[config.mk]
export PLATFORM = sky130hd
export DESIGN_NAME = trial_division_prime_test_unit_flat
export DESIGN_NICKNAME = d
export VERILOG_FILES = /design/src/hw/rtl/tdp_pkg.sv /design/src/hw/rtl/tdp_if.sv /design/src/hw/rtl/trial_division_prime_test_unit.sv /design/src/hw/rtl/tdp_dp.sv /design/src/hw/rtl/tdp_ctrl.sv /design/src/flat_wrapper.sv
export VERILOG_INCLUDE_DIRS = /design/src /design/src/hw/rtl
export SDC_FILE = /design/constraint.sdc
export NUM_CORES = 1
export LEC_CHECK = 0
export BUFFER_PORTS_ARGS = -buffer_cell sky130_fd_sc_hd__buf_2
export CAP_MARGIN = 20
export CORE_MARGIN = 3
export CORE_UTILIZATION = 60
export CTS_BUF_LIST = sky130_fd_sc_hd__clkbuf_8
export CTS_CLUSTER_DIAMETER = 40
export DETAILED_ROUTE_END_ITERATION = 16
export GPL_TIMING_DRIVEN = 0
export HOLD_SLACK_MARGIN = 0.06
export PLACE_DENSITY = 0.78
export SYNTH_ARGS = -nofsm -noshare
export SYNTH_HDL_FRONTEND = slang
export SYNTH_SLANG_ARGS = --single-unit
export TNS_END_PERCENT = 5
[constraint.sdc]
create_clock -name clk_i -period 3.6 [get_ports clk_i]
set_input_delay 0.36 -clock clk_i [delete_from_list [all_inputs] [get_ports clk_i]]
set_output_delay 0.36 -clock clk_i [all_outputs]
set_load 0.02 [all_outputs]
[src/hw/rtl/assert_macros.svh]
// ----------------------------------------------------------------------------
// Assertion macros
// Shared concurrent assertion helpers, clocked on clk_i and disabled in reset.
// ----------------------------------------------------------------------------
`ifndef ASSERT_MACROS_SVH
`define ASSERT_MACROS_SVH

// Property must hold at every clock edge outside reset.
`define TDP_ASSERT(lbl, prop, msg) \
  lbl: assert property (@(posedge clk_i) disable iff (!rst_ni) (prop)) else $error(msg);

// Condition must never be true outside reset.
`define TDP_ASSERT_NEVER(lbl, cond, msg) \
  lbl: assert property (@(posedge clk_i) disable iff (!rst_ni) !(cond)) else $error(msg);

`endif

[src/hw/rtl/tdp_pkg.sv]
`timescale 1ns / 1ps
// ----------------------------------------------------------------------------
// Trial division prime test package
// Shared constants and the command and status types between controller and
// datapath.
// ----------------------------------------------------------------------------
package tdp_pkg;

  localparam int unsigned ValueWidth   = 16;
  localparam int unsigned FirstDivisor = 2;

  typedef struct packed {
    logic load;       // capture a new candidate, restart at the first divisor
    logic start_div;  // clear the remainder and reload the dividend shifter
    logic step;       // one restoring division step
    logic next_div;   // advance to the next divisor and its square
  } tdp_cmd_t;

  typedef struct packed {
    logic n_lt2;      // candidate is zero or one
    logic sq_gt_n;    // divisor squared exceeds the candidate
    logic rem_zero;   // remainder of the last division is zero
  } tdp_status_t;

endpackage

[src/hw/rtl/tdp_if.sv]
`timescale 1ns / 1ps
// ----------------------------------------------------------------------------
// Trial division prime test channels
// Valid/ready channels for candidate words and result words.
// ----------------------------------------------------------------------------
interface tdp_in_if #(
  parameter int unsigned VALUE_WIDTH = 16
);
  logic                   valid;
  logic                   ready;
  logic [VALUE_WIDTH-1:0] candidate;

  modport source (output valid, output candidate, input ready);
  modport sink (input valid, input candidate, output ready);
endinterface

interface tdp_out_if;
  logic valid;
  logic ready;
  logic is_prime;

  modport source (output valid, output is_prime, input ready);
  modport sink (input valid, input is_prime, output ready);
endinterface

[src/hw/rtl/trial_division_prime_test_unit.sv]
`timescale 1ns / 1ps
// ----------------------------------------------------------------------------
// Trial division prime test unit
// Reports whether an unsigned candidate word is prime by trial division.
// ----------------------------------------------------------------------------
// One candidate is tested at a time: the input takes a word only while the
// unit is idle, and the one-bit result goes into an output register, so a
// new candidate can be taken while the previous result still waits. Every
// divisor d = 2, 3, ... with d*d <= candidate is tried by a bit-serial
// restoring remainder unit at one bit per cycle; each divisor takes a bound
// check, VALUE_WIDTH division steps and a zero test, and a small factor
// ends the test early. Zero and one are reported as not prime.
module trial_division_prime_test_unit import tdp_pkg::*; #(
  parameter int unsigned VALUE_WIDTH = ValueWidth
) (
  input  logic      clk_i,
  input  logic      rst_ni,
  tdp_in_if.sink    in_i,
  tdp_out_if.source out_o
);

  tdp_cmd_t    cmd;
  tdp_status_t status;

  tdp_ctrl #(
    .VALUE_WIDTH(VALUE_WIDTH)
  ) u_ctrl (
    .clk_i      (clk_i),
    .rst_ni     (rst_ni),
    .in_valid_i (in_i.valid),
    .in_ready_o (in_i.ready),
    .out_valid_o(out_o.valid),
    .out_ready_i(out_o.ready),
    .is_prime_o (out_o.is_prime),
    .cmd_o      (cmd),
    .status_i   (status)
  );

  tdp_dp #(
    .VALUE_WIDTH(VALUE_WIDTH)
  ) u_dp (
    .clk_i      (clk_i),
    .rst_ni     (rst_ni),
    .candidate_i(in_i.candidate),
    .cmd_i      (cmd),
    .status_o   (status)
  );

endmodule

[src/hw/rtl/tdp_dp.sv]
`timescale 1ns / 1ps
// ----------------------------------------------------------------------------
// Trial division prime test datapath
// Holds the candidate, the running divisor and its square, and a bit-serial
// restoring remainder unit.
// ----------------------------------------------------------------------------
`include "assert_macros.svh"

module tdp_dp import tdp_pkg::*; #(
  parameter int unsigned VALUE_WIDTH = ValueWidth
) (
  input  logic                   clk_i,
  input  logic                   rst_ni,
  input  logic [VALUE_WIDTH-1:0] candidate_i,
  input  tdp_cmd_t               cmd_i,
  output tdp_status_t            status_o
);

  // The divisor never passes floor(sqrt(n)) + 1, and its square stays
  // below 2^(VALUE_WIDTH+1).
  localparam int unsigned DW = (VALUE_WIDTH + 1) / 2 + 1;
  localparam int unsigned SW = VALUE_WIDTH + 2;

  logic [VALUE_WIDTH-1:0] n_q, n_d;
  logic [VALUE_WIDTH-1:0] sh_q, sh_d;
  logic [DW-1:0]          d_q, d_d;
  logic [SW-1:0]          sq_q, sq_d;
  logic [DW-1:0]          rem_q, rem_d;
  logic [DW:0]            trial;

  assign trial = {rem_q, sh_q[VALUE_WIDTH-1]};

  always_comb begin
    n_d   = n_q;
    sh_d  = sh_q;
    d_d   = d_q;
    sq_d  = sq_q;
    rem_d = rem_q;
    if (cmd_i.load) begin
      n_d   = candidate_i;
      d_d   = DW'(FirstDivisor);
      sq_d  = SW'(FirstDivisor * FirstDivisor);
      // The remainder left by the previous candidate may exceed the new divisor.
      rem_d = '0;
    end
    if (cmd_i.start_div) begin
      sh_d  = n_q;
      rem_d = '0;
    end
    if (cmd_i.step) begin
      sh_d = {sh_q[VALUE_WIDTH-2:0], 1'b0};
      if (trial >= {1'b0, d_q}) begin
        rem_d = DW'(trial - {1'b0, d_q});
      end else begin
        rem_d = trial[DW-1:0];
      end
    end
    if (cmd_i.next_div) begin
      // (d + 1)^2 = d^2 + 2d + 1
      sq_d = sq_q + SW'({d_q, 1'b0}) + SW'(1);
      d_d  = d_q + DW'(1);
    end
  end

  always_ff @(posedge clk_i or negedge rst_ni) begin
    if (!rst_ni) begin
      d_q   <= DW'(FirstDivisor);
      sq_q  <= SW'(FirstDivisor * FirstDivisor);
      rem_q <= '0;
    end else begin
      d_q   <= d_d;
      sq_q  <= sq_d;
      rem_q <= rem_d;
    end
  end

  always_ff @(posedge clk_i) begin
    n_q  <= n_d;
    sh_q <= sh_d;
  end

  assign status_o.n_lt2    = (n_q < VALUE_WIDTH'(FirstDivisor));
  assign status_o.sq_gt_n  = (sq_q > SW'(n_q));
  assign status_o.rem_zero = (rem_q == '0);

  `TDP_ASSERT(a_sq_tracks_div, sq_q == (SW'(d_q) * SW'(d_q)), "square out of step with divisor")
  `TDP_ASSERT(a_rem_below_div, rem_q < d_q, "partial remainder not below divisor")

endmodule

[src/hw/rtl/tdp_ctrl.sv]
`timescale 1ns / 1ps
// ----------------------------------------------------------------------------
// Trial division prime test controller
// Sequences bound checks, division steps and divisor updates, and owns the
// output word register.
// ----------------------------------------------------------------------------
`include "assert_macros.svh"

module tdp_ctrl import tdp_pkg::*; #(
  parameter int unsigned VALUE_WIDTH = ValueWidth
) (
  input  logic        clk_i,
  input  logic        rst_ni,
  input  logic        in_valid_i,
  output logic        in_ready_o,
  output logic        out_valid_o,
  input  logic        out_ready_i,
  output logic        is_prime_o,
  output tdp_cmd_t    cmd_o,
  input  tdp_status_t status_i
);

  localparam int unsigned CW = $clog2(VALUE_WIDTH);

  typedef enum logic [2:0] {
    ST_IDLE,
    ST_CHECK,
    ST_DIV,
    ST_TEST,
    ST_DONE
  } state_e;

  state_e        state_q, state_d;
  logic [CW-1:0] cnt_q, cnt_d;
  logic          verdict_q, verdict_d;
  logic          out_valid_q, out_valid_d;
  logic          is_prime_q, is_prime_d;

  assign in_ready_o  = (state_q == ST_IDLE);
  assign out_valid_o = out_valid_q;
  assign is_prime_o  = is_prime_q;

  always_comb begin
    state_d     = state_q;
    cnt_d       = cnt_q;
    verdict_d   = verdict_q;
    out_valid_d = out_valid_q;
    is_prime_d  = is_prime_q;
    cmd_o       = '0;

    if (out_valid_q && out_ready_i) begin
      out_valid_d = 1'b0;
    end

    unique case (state_q)
      ST_IDLE: begin
        if (in_valid_i) begin
          cmd_o.load = 1'b1;
          state_d    = ST_CHECK;
        end
      end
      ST_CHECK: begin
        priority if (status_i.n_lt2) begin
          verdict_d = 1'b0;
          state_d   = ST_DONE;
        end else if (status_i.sq_gt_n) begin
          verdict_d = 1'b1;
          state_d   = ST_DONE;
        end else begin
          cmd_o.start_div = 1'b1;
          cnt_d           = '0;
          state_d         = ST_DIV;
        end
      end
      ST_DIV: begin
        cmd_o.step = 1'b1;
        if (cnt_q == CW'(VALUE_WIDTH - 1)) begin
          state_d = ST_TEST;
        end else begin
          cnt_d = cnt_q + CW'(1);
        end
      end
      ST_TEST: begin
        if (status_i.rem_zero) begin
          verdict_d = 1'b0;
          state_d   = ST_DONE;
        end else begin
          cmd_o.next_div = 1'b1;
          state_d        = ST_CHECK;
        end
      end
      ST_DONE: begin
        // The result word waits here until the output register is free.
        if (!out_valid_q || out_ready_i) begin
          out_valid_d = 1'b1;
          is_prime_d  = verdict_q;
          state_d     = ST_IDLE;
        end
      end
      default: begin
        state_d = ST_IDLE;
      end
    endcase
  end

  always_ff @(posedge clk_i or negedge rst_ni) begin
    if (!rst_ni) begin
      state_q     <= ST_IDLE;
      cnt_q       <= '0;
      verdict_q   <= 1'b0;
      out_valid_q <= 1'b0;
      is_prime_q  <= 1'b0;
    end else begin
      state_q     <= state_d;
      cnt_q       <= cnt_d;
      verdict_q   <= verdict_d;
      out_valid_q <= out_valid_d;
      is_prime_q  <= is_prime_d;
    end
  end

  `TDP_ASSERT(a_cnt_bound, (state_q != ST_DIV) || (cnt_q <= CW'(VALUE_WIDTH - 1)), "step counter past dividend width")
  `TDP_ASSERT(a_zero_rem_composite, (state_q == ST_TEST && status_i.rem_zero) |=> (state_q == ST_DONE && !verdict_q), "zero remainder not reported as composite")
  `TDP_ASSERT_NEVER(a_small_prime, state_q == ST_CHECK && status_i.n_lt2 && cmd_o.start_div, "division started for zero or one")

endmodule
[src/flat_wrapper.sv]
// flat-port wrapper written by rule: the top's interface ports become plain ports
module trial_division_prime_test_unit_flat import tdp_pkg::*;
#(
  parameter int unsigned VALUE_WIDTH = ValueWidth
)
  (clk_i, rst_ni, in_i_valid, in_i_candidate, in_i_ready, out_o_valid, out_o_is_prime, out_o_ready);
  tdp_in_if #(.VALUE_WIDTH(VALUE_WIDTH)) in_i_i ();
  tdp_out_if out_o_i ();
  input  logic clk_i;
  input  logic rst_ni;
  input wire logic [$bits(in_i_i.valid)-1:0] in_i_valid;
  input wire logic [$bits(in_i_i.candidate)-1:0] in_i_candidate;
  output wire logic [$bits(in_i_i.ready)-1:0] in_i_ready;
  output wire logic [$bits(out_o_i.valid)-1:0] out_o_valid;
  output wire logic [$bits(out_o_i.is_prime)-1:0] out_o_is_prime;
  input wire logic [$bits(out_o_i.ready)-1:0] out_o_ready;
  assign in_i_i.valid = in_i_valid;
  assign in_i_i.candidate = in_i_candidate;
  assign in_i_ready = in_i_i.ready;
  assign out_o_valid = out_o_i.valid;
  assign out_o_is_prime = out_o_i.is_prime;
  assign out_o_i.ready = out_o_ready;
  trial_division_prime_test_unit #(.VALUE_WIDTH(VALUE_WIDTH)) u_core (.clk_i(clk_i), .rst_ni(rst_ni), .in_i(in_i_i), .out_o(out_o_i));
endmodule
=== After elaboration in Yosys (flattened, before gate mapping) ===
Cells that the tools add are included.

* Add/subtract/negate cells: 5
* $lt $le $gt $ge: 3
* Equality and inequality tests: 13
* Multiplexer cells: 36
* Reductions and logical operators: 14

{| class="wikitable"
|+ Operator list
! kind !! number
|-
| $mux 9 || 6
|-
| $mux 18 || 2
|-
| $mux 16 || 2
|-
| $add 18x1->18 const B || 1
|-
| $add 18x10->18 || 1
|-
| $gt 18x16->1 || 1
|-
| $mux 3 || 6
|-
| $lt 16x2->1 const B || 1
|-
| $pmux 3 s5 || 1
|-
| $mux 1 || 14
|-
| $mux 4 || 3
|-
| $ne 2x2->1 const B || 6
|-
| $ge 10x9->1 || 1
|-
| $add 9x1->9 const B || 1
|-
| $logic_not 9->1 || 1
|-
| $sub 9x9->9 || 1
|-
| $pmux 4 s2 || 1
|-
| $reduce_bool 2->1 || 4
|-
| $eq 3x2->1 const B || 2
|-
| $reduce_and 3->1 || 2
|-
| $add 4x1->4 const B || 1
|-
| $eq 4x4->1 const B || 1
|-
| $reduce_and 4->1 || 1
|-
| $eq 3x1->1 const B || 1
|-
| other kinds (10) || 10
|}

* Bits in registers: 78
* Input port bits: 20
* Output and inout bits: 3
* Logic and storage cells: 82

=== Longest topological paths before layout ===
Gate-level depths: netlist of the first run.

* Word-level depth: 6
* Gate-level depth with buffers: 10
* Depth with buffers taken out: 9

=== Modules after synthesis ===
A second synthesis of the first run with hierarchy kept.

* Cell total of the unflattened synthesis: 477
* Area total of the unflattened synthesis: 4732.0 sq um

{| class="wikitable"
|+ Modules (own cells, without submodules)
! module !! instances !! cells each !! area an instance (sq um) !! seq. area each (sq um)
|-
| tdp_dp || 1 || 415 || 4150.2 || 1854.3
|-
| tdp_ctrl || 1 || 62 || 581.8 || 250.2
|}

=== Worst setup path after synthesis of the first run ===
OpenSTA, ideal clock, no wires.

* Path type: flip-flop to flip-flop
* Start point: register u_core.u_dp.sq_q[12]
* End point: register u_core.u_dp.sh_q[10], enable pin
* Library setup time: 408 ps
* Data arrival time: 2703 ps
* Data required time: 3192 ps
* Path slack: 490 ps
* Stages on the path, launching flop included: 7
* Buffers on the path: 0
* Clock period less this slack: 3110 ps
* Cells stage by stage: dfrtp_1 ha_1 a41o_1 a21o_1 a221oi_1 a22oi_2 o21ai_0

* Cells in the longest elaborated chain, start to end: 5

{| class="wikitable"
|+ Ends and longest elaborated chain
! element !! RTL line !! RTL
|-
| start: declaration || tdp_dp.sv:27 || <nowiki>logic [SW-1:0] sq_q, sq_d;</nowiki>
|-
| start signal: assignment || tdp_dp.sv:68 || <nowiki>sq_q <= SW'(FirstDivisor * FirstDivisor);</nowiki>
|-
| start signal: assignment || tdp_dp.sv:72 || <nowiki>sq_q <= sq_d;</nowiki>
|-
| $gt 18x16->1 || tdp_dp.sv:83 || <nowiki>assign status_o.sq_gt_n = (sq_q > SW'(n_q));</nowiki>
|-
| $mux 1 || tdp_ctrl.sv:66 || <nowiki>end else if (status_i.sq_gt_n) begin</nowiki>
|-
| $mux 1 || tdp_ctrl.sv:63 || <nowiki>priority if (status_i.n_lt2) begin</nowiki>
|-
| $mux 1 || tdp_ctrl.sv:55 || <nowiki>unique case (state_q)</nowiki>
|-
| $reduce_bool 2->1 (no source line) || - ||
|-
| end signal: assignment || tdp_dp.sv:79 || <nowiki>sh_q <= sh_d;</nowiki>
|-
| end: declaration || tdp_dp.sv:25 || <nowiki>logic [VALUE_WIDTH-1:0] sh_q, sh_d;</nowiki>
|}

Every way passes these cells.
A chain may end at the register's enable or synchronous reset.

=== Worst setup path after layout of the first run ===
* Start point: register u_core.u_dp.sq_q[12]
* End point: register u_core.u_dp.sh_q[4], enable pin

The elaborated chain is that of the path after synthesis.

==> metrics.md, run 1 <==
| Metric | Value |
|---|---|
| Status | finished clean |
| Max Root-Sink Buffers | 2 |
| First-pass GRT wire length | 17.5 mm |
| Crit share post-route | 0.753 |
| Layout cells sized above 1 | 0.115 |
| DP HPWL | 7.68 mm |
| DR iter-0 viols | 246 |
| Pwr per Cell Area | 792 nW/um2 |
| Vias per cell | 6.23 |
| Critical Path RT | 3.67 ns |
| EDFF count, synth | 31 |
| Pins Over Slew Limit | 0 |
| #FFs+latches synth | 78 |
| GRT Overall Usage | 0.258 |
| FMAX | 369 MHz |
| Hold WS | 0.170 ns |
| Register area share after synthesis | 0.459 |
| Mapped Cells | 455 |
| Die Span Y | 93.5 um |
| DR pass1 iterations | 4 |
| DIE WIDTH | 93.5 um |
| Post-synth top cells | dfrtp_1, nand2_1, ha_1, inv_1, o21ai_0 |
| Post-route DRC | 0 |
| Count leader, synth | dfrtp_1 |
| Maximum vdd ir drop | 0.442 mV |
| Kind of critical path | reg2reg |
| Worst Slack Setup Final | 0.889 ns |
| Fill cells | 543 |
| Port bufs | 22 |
| HP Class | in2reg |
| Vias | 3704 |
| P&R area growth vs syn | 9.76% |
| Number of distinct library cells after synthesis | 58 |
| Area of the core | 7330 um2 |
| Clock-pin slew on the worst setup and hold paths | 0.08 ns |
| Max_cap viols | 0 |
| Unrepaired setup endpoints after global routing | no |
| Final WL | 10.5 mm |
| Post-CTS Setup Bufs | 0 |
| IO Pins | 23 |
| DIE AREA | 8730 um2 |
| Rel. slew slack | 0.490 |
| NumNets Final | 549 |
| Vias in the first global route | 3714 |
| Total congestion overflow | 0 |
| Share of flip-flops with an asynchronous set or reset | 0.590 |
| Root Driver | clkbuf_8 |
| Startpoint Class | flop |
| Mapped cell area | 4590 um2 |
| Final Critical Period | 2.71 ns |
| Clk Latency, worst-skew pair | 0.36 ns |
| Worst Clk Skew | 0.00836 ns |
| Main synth FF type | dfrtp_1 |
| Worst Max-Slew Pin Slew | 0.765 ns |
| CP endpoint kind | flop |
| Antenna cells | 0 |
| Final Hold Fails | 0 |
| TNS Setup | 0 ns |
| Final ANT Viol Nets | 0 |
| GPL Wtd Cong | 0.908 |
| Setup WS pre-CTS | 0.884 ns |
| Syn Area/Cell | 10.1 um2 |
| Final Setup Violations | 0 |
| Wirelength per Cell | 17.6 um |
| Row count | 31 |
| CTS tree | yes |
| Initial Util | 0.626 |
| # clock sinks | 78 |
| Synth top area cells | dfrtp_1, edfxtp_1, ha_1, o21ai_0, nand3_1 |
| Largest net degree at the start of global routing | 47 |
| Post-DP Area | 4830 um2 |
| Yosys warnings | 0 |
| Area leader, netlist | dfrtp_1 |
| Final instance area | 5040 um2 |
| H-Tree Level Count | 3 |
| Post-Syn Nets | 513 |
| Leak Pwr | 2.30 nW |
| CP Data Arrival Time | 2.78 ns |
| Top cell type's share of synthesized area | 0.240 |
| Initial antenna violation count | 0 |
| Critical path peak fanout | 11 |
| Num CTS Buffers | 9 |
## metal layers
metal	GRT usage	vias up	routed length, um
li1	-	1773	-
met1	0.339	1818	4620
met2	0.422	92	5170
met3	0.0483	21	467
met4	0.101	0	211
met5	0	-	0
## metrics by stage
| stage | total power (W) | utilization | std cells |
|---|---|---|---|
| 3_3_place_gp | 0.00329 | 0.658 | 576 |
| 4_1_cts | 0.00399 | 0.683 | 593 |
| 3_5_place_dp | 0.00339 | 0.659 | 577 |
| 2_1_floorplan | 0.00286 | - | 455 |
| 5_1_grt | 0.00429 | 0.687 | 595 |
| 6_report | 0.00399 | 0.687 | 595 |
## cell type report
type                            instances  area (um2)  share of cell area
Tap cell                               99         124              0.0246
Timing Repair Buffer                   25         151              0.0301
Buffer                                 13        66.3              0.0132
Multi-Input combinational cell        331        2290               0.456
Clock inverter                          7        48.8             0.00969
Clock buffer                            9         124              0.0246
Inverter                               33         124              0.0246
Sequential cell                        78        2100               0.418
## power by group
group	leakage [nW]	internal (W)	switching, W
Sequential	0.925	0.00127	0.000222
Combinational	1.29	0.000761	0.00115
Clock	0.0834	0.000251	0.000338
## critical path: stages (launching register included)
cell      delay [ns]
dfrtp_1         0.46
ha_1            0.33
a41o_1          0.21
a21o_1          0.17
a221oi_1        0.33
a22oi_2         0.24
o21ai_1         0.44
buf_6           0.23
## layout by cell type (no fill, tap or decap), drive strengths merged, types with 7 or more instances in the layout
cell	count
dfrtp	44
nand2	38
ha	36
inv	36
o21ai	33
edfxtp	31
nand3	30
buf	28
nor2	25
a21oi	18
clkbuf	18
a22o	15
nor3	13
mux2i	12
and3	8
xor2	7
o22ai	7
## kinds of logic (layout without fill, tap and decap cells)
kind of cell               after synthesis  in the layout  synth area share
muxes                                   14             14            0.0311
buffers and inverters                   46             87            0.0414
and+or+nand+nor                        150            150             0.166
xor gates and xnor gates                11             11            0.0210
DFF                                     78             78             0.459
adders and majority gates               38             38             0.107
AOI/OAI and AO/OA                      118            118             0.175
## registers in the layout, indices dropped and copies added, names as in the netlist, 3 cells and up
signal	cells
u_core.u_ctrl.cnt_q	4
u_core.u_ctrl.state_q	3
u_core.u_dp.d_q	9
u_core.u_dp.n_q	16
u_core.u_dp.rem_q	9
u_core.u_dp.sh_q	16
u_core.u_dp.sq_q	18
## what timing repair did
item                       CTS  global route
hold buffers                 0             1
hold endpoints to repair     0             6
setup endpoints to repair    0             0
gates resized for setup      0             0
## worst paths after layout
path	from	to	slack [ns]	cells after the start
worst max register to register	u_core.u_dp.sq_q[12]$_DFFE_PN0P_	u_core.u_dp.sh_q[4]$_DFFE_PP_	0.89	7
max in group asynchronous	rst_ni	u_core.u_dp.d_q[1]$_DFFE_PN1P_	2.71	3
worst max-delay path	u_core.u_dp.sq_q[12]$_DFFE_PN0P_	u_core.u_dp.sh_q[4]$_DFFE_PP_	0.89	7
worst min-delay path	in_i_candidate[9]	u_core.u_dp.n_q[9]$_DFFE_PP_	0.17	1
worst min register to register	u_core.u_ctrl.cnt_q[0]$_DFFE_PN0P_	u_core.u_ctrl.cnt_q[0]$_DFFE_PN0P_	0.51	1
min in group asynchronous	rst_ni	u_core.u_ctrl.cnt_q[1]$_DFFE_PN0P_	0.36	2
(Power assumes the default switching activity.)
==> run 2: changes to the inputs <==
Settings changed: CORE_UTILIZATION 60 to 58, PLACE_DENSITY 0.78 to 0.79.
Clock period 3.6 ns to 2.2 ns, I/O delays scaled along.
==> run 2 against run 1 <==
  * The run now ends with setup timing left
  * Count of clock-buffer cells in the layout did not move
  * Core utilization rose by 9.5 points
  * Combinational power rose by 110%
  * Register-to-register slack got worse by 1.2 ns
  * Global-route usage rose by 4.0 points
  * Via count rose by 13%
  * Critical endpoint is now u_core.u_dp.sh_q[6]$_DFFE_PP_
  * Critical path depth rose by 4
  * Die area rose by 3.2%
==> metrics.md, run 2 (synthesis results as in run 1) <==
| Metric | Value |
|---|---|
| GRT Overall Usage | 0.298 (+0.0396) |
| Leak Pwr | 2.56 nW (+11%) |
| GPL Wtd Cong | 0.894 (-1.5%) |
| DR iter-0 viols | 458 (+86%) |
| Worst Max-Slew Pin Slew | 0.770 ns (+0.00575 ns) |
| Max_cap viols | 0 (unchanged) |
| DP HPWL | 7.68 mm (about the same) |
| HP Class | in2reg |
| Num CTS Buffers | 9 (unchanged) |
| Hold Path Depth | 3 (+2) |
| Clk Latency, worst-skew pair | 0.37 ns (about the same) |
| Post-route DRC | 0 (unchanged) |
| Worst Clk Skew | 0.0131 ns (+0.00477 ns) |
| Switching Share | 0.415 (-0.0126) |
| Total power | 0.00780 W (+95%) |
| Final Critical Period | 2.53 ns (-0.179 ns) |
| H-Tree Level Count | 3 (unchanged) |
| Most frequent cells in the layout | dfrtp_1, nand2_1, edfxtp_1 |
| Vias in the first global route | 4225 (+14%) |
| Final WL | 13.2 mm (+26%) |
| Crit share post-route | 1.15 (+0.398) |
| CP Data Arrival Time | 2.76 ns (-0.02 ns) |
| Startpoint Class | flop |
| Sink of the worst hold path | u_core.u_ctrl.out_valid_o$_DFF_PN0_ |
| Row count | 31 (unchanged) |
| Largest regs | u_core.u_dp.sq_q (18), u_core.u_dp.n_q (16), u_core.u_dp.sh_q (16) |
| Pwr per Cell Area | 1340 nW/um2 (+69%) |
| Peak per-stage delay on the critical path | 0.39 ns (-0.07 ns) |
| Kind of critical path | reg2reg |
| FMAX | 395 MHz (+7.1%) |
| Crit path top cell by count | buf_6 |
| Hold Startpoint | out_o_ready |
| DIE WIDTH | 95.0 um (+1.6%) |
| IO Pins | 23 (unchanged) |
| Sw Pwr | 0.00324 W (+90%) |
| Violated checks | setup timing |
| Wirelength per Cell | 20.6 um (+17%) |
| Vias | 4180 (+13%) |
| P&R area growth vs syn | 26.9% |
| Commonest non-fill, non-tap cell in the layout | dfrtp_1 |
| Final ANT Viol Nets | 0 (unchanged) |
| Worst Slack Setup Final | -0.332 ns (-1.22 ns) |
| DIE AREA | 9020 um2 (+3.2%) |
| Maximum vdd ir drop | 0.828 mV (+87%) |
| CP endpoint kind | flop |
| Clock-pin slew on the worst setup and hold paths | 0.09 ns (about the same) |
| Initial antenna violation count | 0 (unchanged) |
| Max Root-Sink Buffers | 2 (unchanged) |
| CP top delay family | simple AND/OR/NAND/NOR gates |
| Max reg flops | 18 (unchanged) |
| Final Setup Violations | 50 (+50) |
| Flop2flop setup slack | -0.33 ns (-1.22 ns) |
| Critical Path RT | 2.42 ns (-1.25 ns) |
| Rel. slew slack | 0.482 (-0.00723) |
| Slowest stage cell on the critical path | edfxtp_1 |
| Worst R2R Start | u_core.u_dp.n_q[8]$_DFFE_PP_ |
| Worst path depth | 11 (+4) |
| Layout cells sized above 1 | 0.251 (+0.136) |
| Vias per cell | 6.52 (+4.8%) |
| Antenna cells | 0 (unchanged) |
| Critical path peak fanout | 7 (-4) |
| Final Hold Fails | 0 (unchanged) |
| Total congestion overflow | 0 (unchanged) |
| Placed cell count | 576 (-0.17%) |
| Cell Chain, Critical Path | inv_1 -> ha_4 -> nand4_1 -> nor4_4 -> buf_4 -> buf_6 -> a22oi_2 -> buf_6 -> nor2_4 -> buf_6 -> a22o_1 |
| Root Driver | clkbuf_8 |
| Area of the core | 7450 um2 (+1.6%) |
| Pins Over Slew Limit | 0 (unchanged) |
| Port bufs | 22 (unchanged) |
| First-pass GRT wire length | 20.2 mm (+15%) |
| Status | finished with violations |
| CTS tree | yes |
| # clock sinks | 78 (unchanged) |
| Initial Util | 0.616 (-0.00978) |
| Final cell count without fillers | 641 (+7.7%) |
| Combinational share of power | 0.510 (+0.032) |
| Die Span Y | 95.0 um (+1.6%) |
| Reg2Reg Depth | 11 (+4) |
| Unrepaired setup endpoints after global routing | yes |
| Most flops, register | u_core.u_dp.sq_q |
| Sequential share of power | 0.318 (-0.057) |
| Int Pwr | 0.00457 W (+100%) |
| DR pass1 iterations | 7 (+3) |
| CP Buf/Inv Count | 5 (+4) |
| Reg2reg end | u_core.u_dp.sh_q[6]$_DFFE_PP_ |
| NumNets Final | 595 (+8.4%) |
| Clock Power Share | 0.172 (+0.025) |
| Largest net degree at the start of global routing | 47 (unchanged) |
run 2: layer usage:
metal / vias up / track usage / part of all wire
met4: 0 / 0.147 / 0.047
li1: 1870 / - / -
met5: - / 0 / 0
met3: 66 / 0.0622 / 0.066
met2: 215 / 0.514 / 0.50
met1: 2029 / 0.351 / 0.39
run 2: power groups by stage:
stage / registers (W) / clock network [W] / logic, W
2_1_floorplan: 0.00236 / 0 / 0.00234
3_3_place_gp: 0.00246 / 0 / 0.00293
3_5_place_dp: 0.00247 / 0 / 0.00304
6_report: 0.00248 / 0.00135 / 0.00398
5_1_grt: 0.00251 / 0.00139 / 0.00430
4_1_cts: 0.00244 / 0.00134 / 0.00365
run 2: area by class of cell:
type	instances	area [um2]
plain buffers	13	68.8
clock buffers	9	124
clock inverters	7	120
fillers	427	1620
inverters	33	128
multi-input cells	331	2590
flip-flops and latches	78	2110
well taps	99	124
repair buffers	71	562
run 2: what timing repair did:
item,4_1_cts,5_1_grt
hold endpoints to repair,22,0
hold buffers,17,0
endpoints found under the setup margin,58,67
pin swaps,12,9
gates cloned,2,0
resized for setup,41,23
buffers inserted,25,4
run 2: how the worst max path moves through the flow:
stage | from | end
3_3_place_gp | u_core.u_dp.d_q[1]$_DFFE_PN1P_ | u_core.u_dp.rem_q[0]$_DFFE_PN0P_
4_1_cts | u_core.u_dp.n_q[12]$_DFFE_PP_ | u_core.u_dp.sh_q[5]$_DFFE_PP_
5_1_grt | u_core.u_dp.n_q[15]$_DFFE_PP_ | u_core.u_dp.sh_q[6]$_DFFE_PP_
2_1_floorplan | u_core.u_dp.sq_q[12]$_DFFE_PN0P_ | u_core.u_dp.sh_q[10]$_DFFE_PP_
6_report | u_core.u_dp.n_q[8]$_DFFE_PP_ | u_core.u_dp.sh_q[6]$_DFFE_PP_
3_5_place_dp | u_core.u_dp.d_q[1]$_DFFE_PN1P_ | u_core.u_dp.rem_q[0]$_DFFE_PN0P_
run 2: tightest hold or removal path: stages:
cell,delay [ns]
buf_2,0.07
nand2b_1,0.15
nand2_1,0.07
run 2: per-stage QoR:
step / utilization / worst slack [ns] / instance area, um2 / setup TNS (ns) / hold WS [ns]
floorplan: - / -0.0953 / 4610 / -2.36 / -0.0756
global placement: 0.650 / -0.399 / 4840 / -15.55 / 0.396
detailed placement: 0.650 / -0.445 / 4840 / -17.70 / 0.398
CTS: 0.760 / -0.0998 / 5660 / -2.56 / 0.148
global route: 0.782 / -0.370 / 5820 / -14.29 / 0.172
finish: 0.782 / -0.332 / 5820 / -11.64 / 0.165
==> run 3: changes to the inputs <==
Settings changed: CORE_UTILIZATION 58 to 60, PLACE_DENSITY 0.79 to 0.78.
Clock period 2.2 ns to 3.1 ns, I/O delays scaled along.
==> run 3 against run 2 <==
  * The run now ends clean
  * Sequential share of layout area increased by 5.5 points
  * Non-clock buffer count decreased by 46
  * Largest power group unchanged
  * Count of clock-buffer cells in the layout unchanged
  * Fmax decreased by 6.4%
==> metrics.md, run 3 (synthesis results as in run 1) <==
| Metric | Value |
|---|---|
| Status | finished clean |
| Final cell count without fillers | 595 (-7.2%) |
| Initial Util | 0.626 (+0.00978) |
| Crit share post-route | 0.872 (-0.279) |
| GRT Overall Usage | 0.255 (-0.0423) |
| Clock-pin slew on the worst setup and hold paths | 0.08 ns (about the same) |
| DR iter-0 viols | 279 (-39%) |
| Final Core Density | 0.687 (-0.0948) |
| Die Span Y | 93.5 um (-1.6%) |
| IO Pins | 23 (unchanged) |
| Commonest non-fill, non-tap cell in the layout | dfrtp_1 |
| CP Buf/Inv Count | 1 (-4) |
| Clk Latency, worst-skew pair | 0.37 ns (about the same) |
| Final Critical Period | 2.70 ns (+0.172 ns) |
| CP Data Arrival Time | 2.78 ns (+0.02 ns) |
| Num CTS Buffers | 9 (unchanged) |
| Vias | 3666 (-12%) |
| CP top delay family | compound AO/OA/AOI/OAI gates |
| # clock sinks | 78 (unchanged) |
| Worst Max-Slew Pin Slew | 0.763 ns (-0.00731 ns) |
| FMAX | 370 MHz (-6.4%) |
| Vias in the first global route | 3654 (-14%) |
| Placed cell count | 577 (+0.17%) |
| H-Tree Level Count | 3 (unchanged) |
| CTS tree | yes |
| Port bufs | 22 (unchanged) |
| DR pass1 iterations | 4 (-3) |
| Leak Pwr | 2.30 nW (-10%) |
| Area of the core | 7330 um2 (-1.6%) |
| Post-CTS resize count | 0 (-100%) |
| CP endpoint kind | flop |
| First-pass GRT wire length | 17.3 mm (-15%) |
| Root Driver | clkbuf_8 |
| Vias per cell | 6.16 (-5.5%) |
| DIE WIDTH | 93.5 um (-1.6%) |
| Total congestion overflow | 0 (unchanged) |
| Kind of critical path | reg2reg |
| Largest net degree at the start of global routing | 47 (unchanged) |
| Unrepaired setup endpoints after global routing | no |
| Total power | 0.00463 W (-41%) |
| Worst Clk Skew | 0.00962 ns (-0.00351 ns) |
| Maximum vdd ir drop | 0.479 mV (-42%) |
| Layout cells sized above 1 | 0.115 (-0.136) |
| Initial antenna violation count | 0 (unchanged) |
| Final WL | 10.3 mm (-22%) |
| Antenna cells | 0 (unchanged) |
| Rel. slew slack | 0.491 (+0.00826) |
| NumNets Final | 549 (-7.7%) |
| Final ANT Viol Nets | 0 (unchanged) |
| P&R area growth vs syn | 9.79% |
| Pins Over Slew Limit | 0 (unchanged) |
| Post-route DRC | 0 (unchanged) |
| Final Setup Violations | 0 (-100%) |
| Max Root-Sink Buffers | 2 (unchanged) |
| Wirelength per Cell | 17.3 um (-16%) |
| Peak per-stage delay on the critical path | 0.47 ns (+0.08 ns) |
| Startpoint Class | flop |
| GPL Wtd Cong | 0.904 (+1.1%) |
| Max reg flops | 18 (unchanged) |
| Critical Path RT | 3.17 ns (+0.75 ns) |
| Final Hold Fails | 0 (unchanged) |
| Row count | 31 (unchanged) |
| HP Class | in2reg |
| Pwr per Cell Area | 919 nW/um2 (-31%) |
| Max_cap viols | 0 (unchanged) |
| Most flops, register | u_core.u_dp.sq_q |
| DP HPWL | 7.65 mm (-0.36%) |
| Most frequent cells in the layout | dfrtp_1, nand2_1, ha_1 |
| Cell Chain, Critical Path | ha_1 -> a41o_1 -> a21o_1 -> a221oi_1 -> a22oi_2 -> o21ai_1 -> buf_6 |
| DIE AREA | 8730 um2 (-3.1%) |
| Largest regs | u_core.u_dp.sq_q (18), u_core.u_dp.n_q (16), u_core.u_dp.sh_q (16) |
| Critical path peak fanout | 11 (+4) |
| Slowest stage cell on the critical path | dfrtp_1 |
run 3: cell count changes in the layout (fill, tap and decap cells not counted), sizes merged:
cell         before  now
buf              58   28
dlygate4sd3      17    1
clkinvlp          1    2
bufinv            3    0
inv              36   34
clkinv            0    4
run 3: layout make-up:
type / count / area, um2
Fill cell: 553 / 2290
Clock inverter: 7 / 50.0
Sequential cell: 78 / 2100
Buffer: 13 / 66.3
Clock buffer: 9 / 124
Multi-Input combinational cell: 331 / 2290
Tap cell: 99 / 124
Timing Repair Buffer: 25 / 151
Inverter: 33 / 124
run 3: report_power, final:
part	total (W)	switching [W]	internal, W
combinational	0.00220	0.00132	0.000884
sequential	0.00174	0.000256	0.00148
clock	0.000690	0.000399	0.000291
total	0.00463	0.00198	0.00265
run 3: final timing paths:
| check | slack (ns) | to | cells past startpoint | startpoint |
|---|---|---|---|---|
| setup reg to reg | 0.40 | u_core.u_dp.sh_q[10]$_DFFE_PP_ | 7 | u_core.u_dp.sq_q[12]$_DFFE_PN0P_ |
| setup / recovery | 0.40 | u_core.u_dp.sh_q[10]$_DFFE_PP_ | 7 | u_core.u_dp.sq_q[12]$_DFFE_PN0P_ |
| max in group asynchronous | 2.28 | u_core.u_dp.d_q[1]$_DFFE_PN1P_ | 3 | rst_ni |
| min in group asynchronous | 0.30 | u_core.u_ctrl.cnt_q[0]$_DFFE_PN0P_ | 2 | rst_ni |
| hold / removal | 0.12 | u_core.u_dp.n_q[9]$_DFFE_PP_ | 1 | in_i_candidate[9] |
| hold reg to reg | 0.51 | u_core.u_ctrl.is_prime_o$_DFFE_PN0P_ | 1 | u_core.u_ctrl.is_prime_o$_DFFE_PN0P_ |
run 3: repair_timing:
| item | CTS | global route |
|---|---|---|
| hold buffers | 0 | 1 |
| endpoints found under the hold margin | 0 | 35 |
| setup buffers | 0 | 0 |
run 3: stage by stage:
step / setup slack, ns / TNS [ns] / hold WS, ns / instance area, um2
final: 0.395 / 0 / 0.116 / 5040
after floorplan: 0.400 / 0 / 0.0144 / 4590
after global placement: -0.0553 / -0.818 / 0.485 / 4820
after detailed placement: 0.414 / 0 / 0.487 / 4830
after global routing: 0.207 / 0 / 0.102 / 5040
after CTS: 0.383 / 0 / 0.100 / 5010
run 3: layer usage:
layer	track usage	share of wire	wire, um
met5	0	0	0
met4	0.121	0.028	290
met3	0.0418	0.049	507
met2	0.410	0.49	5010
met1	0.338	0.44	4510
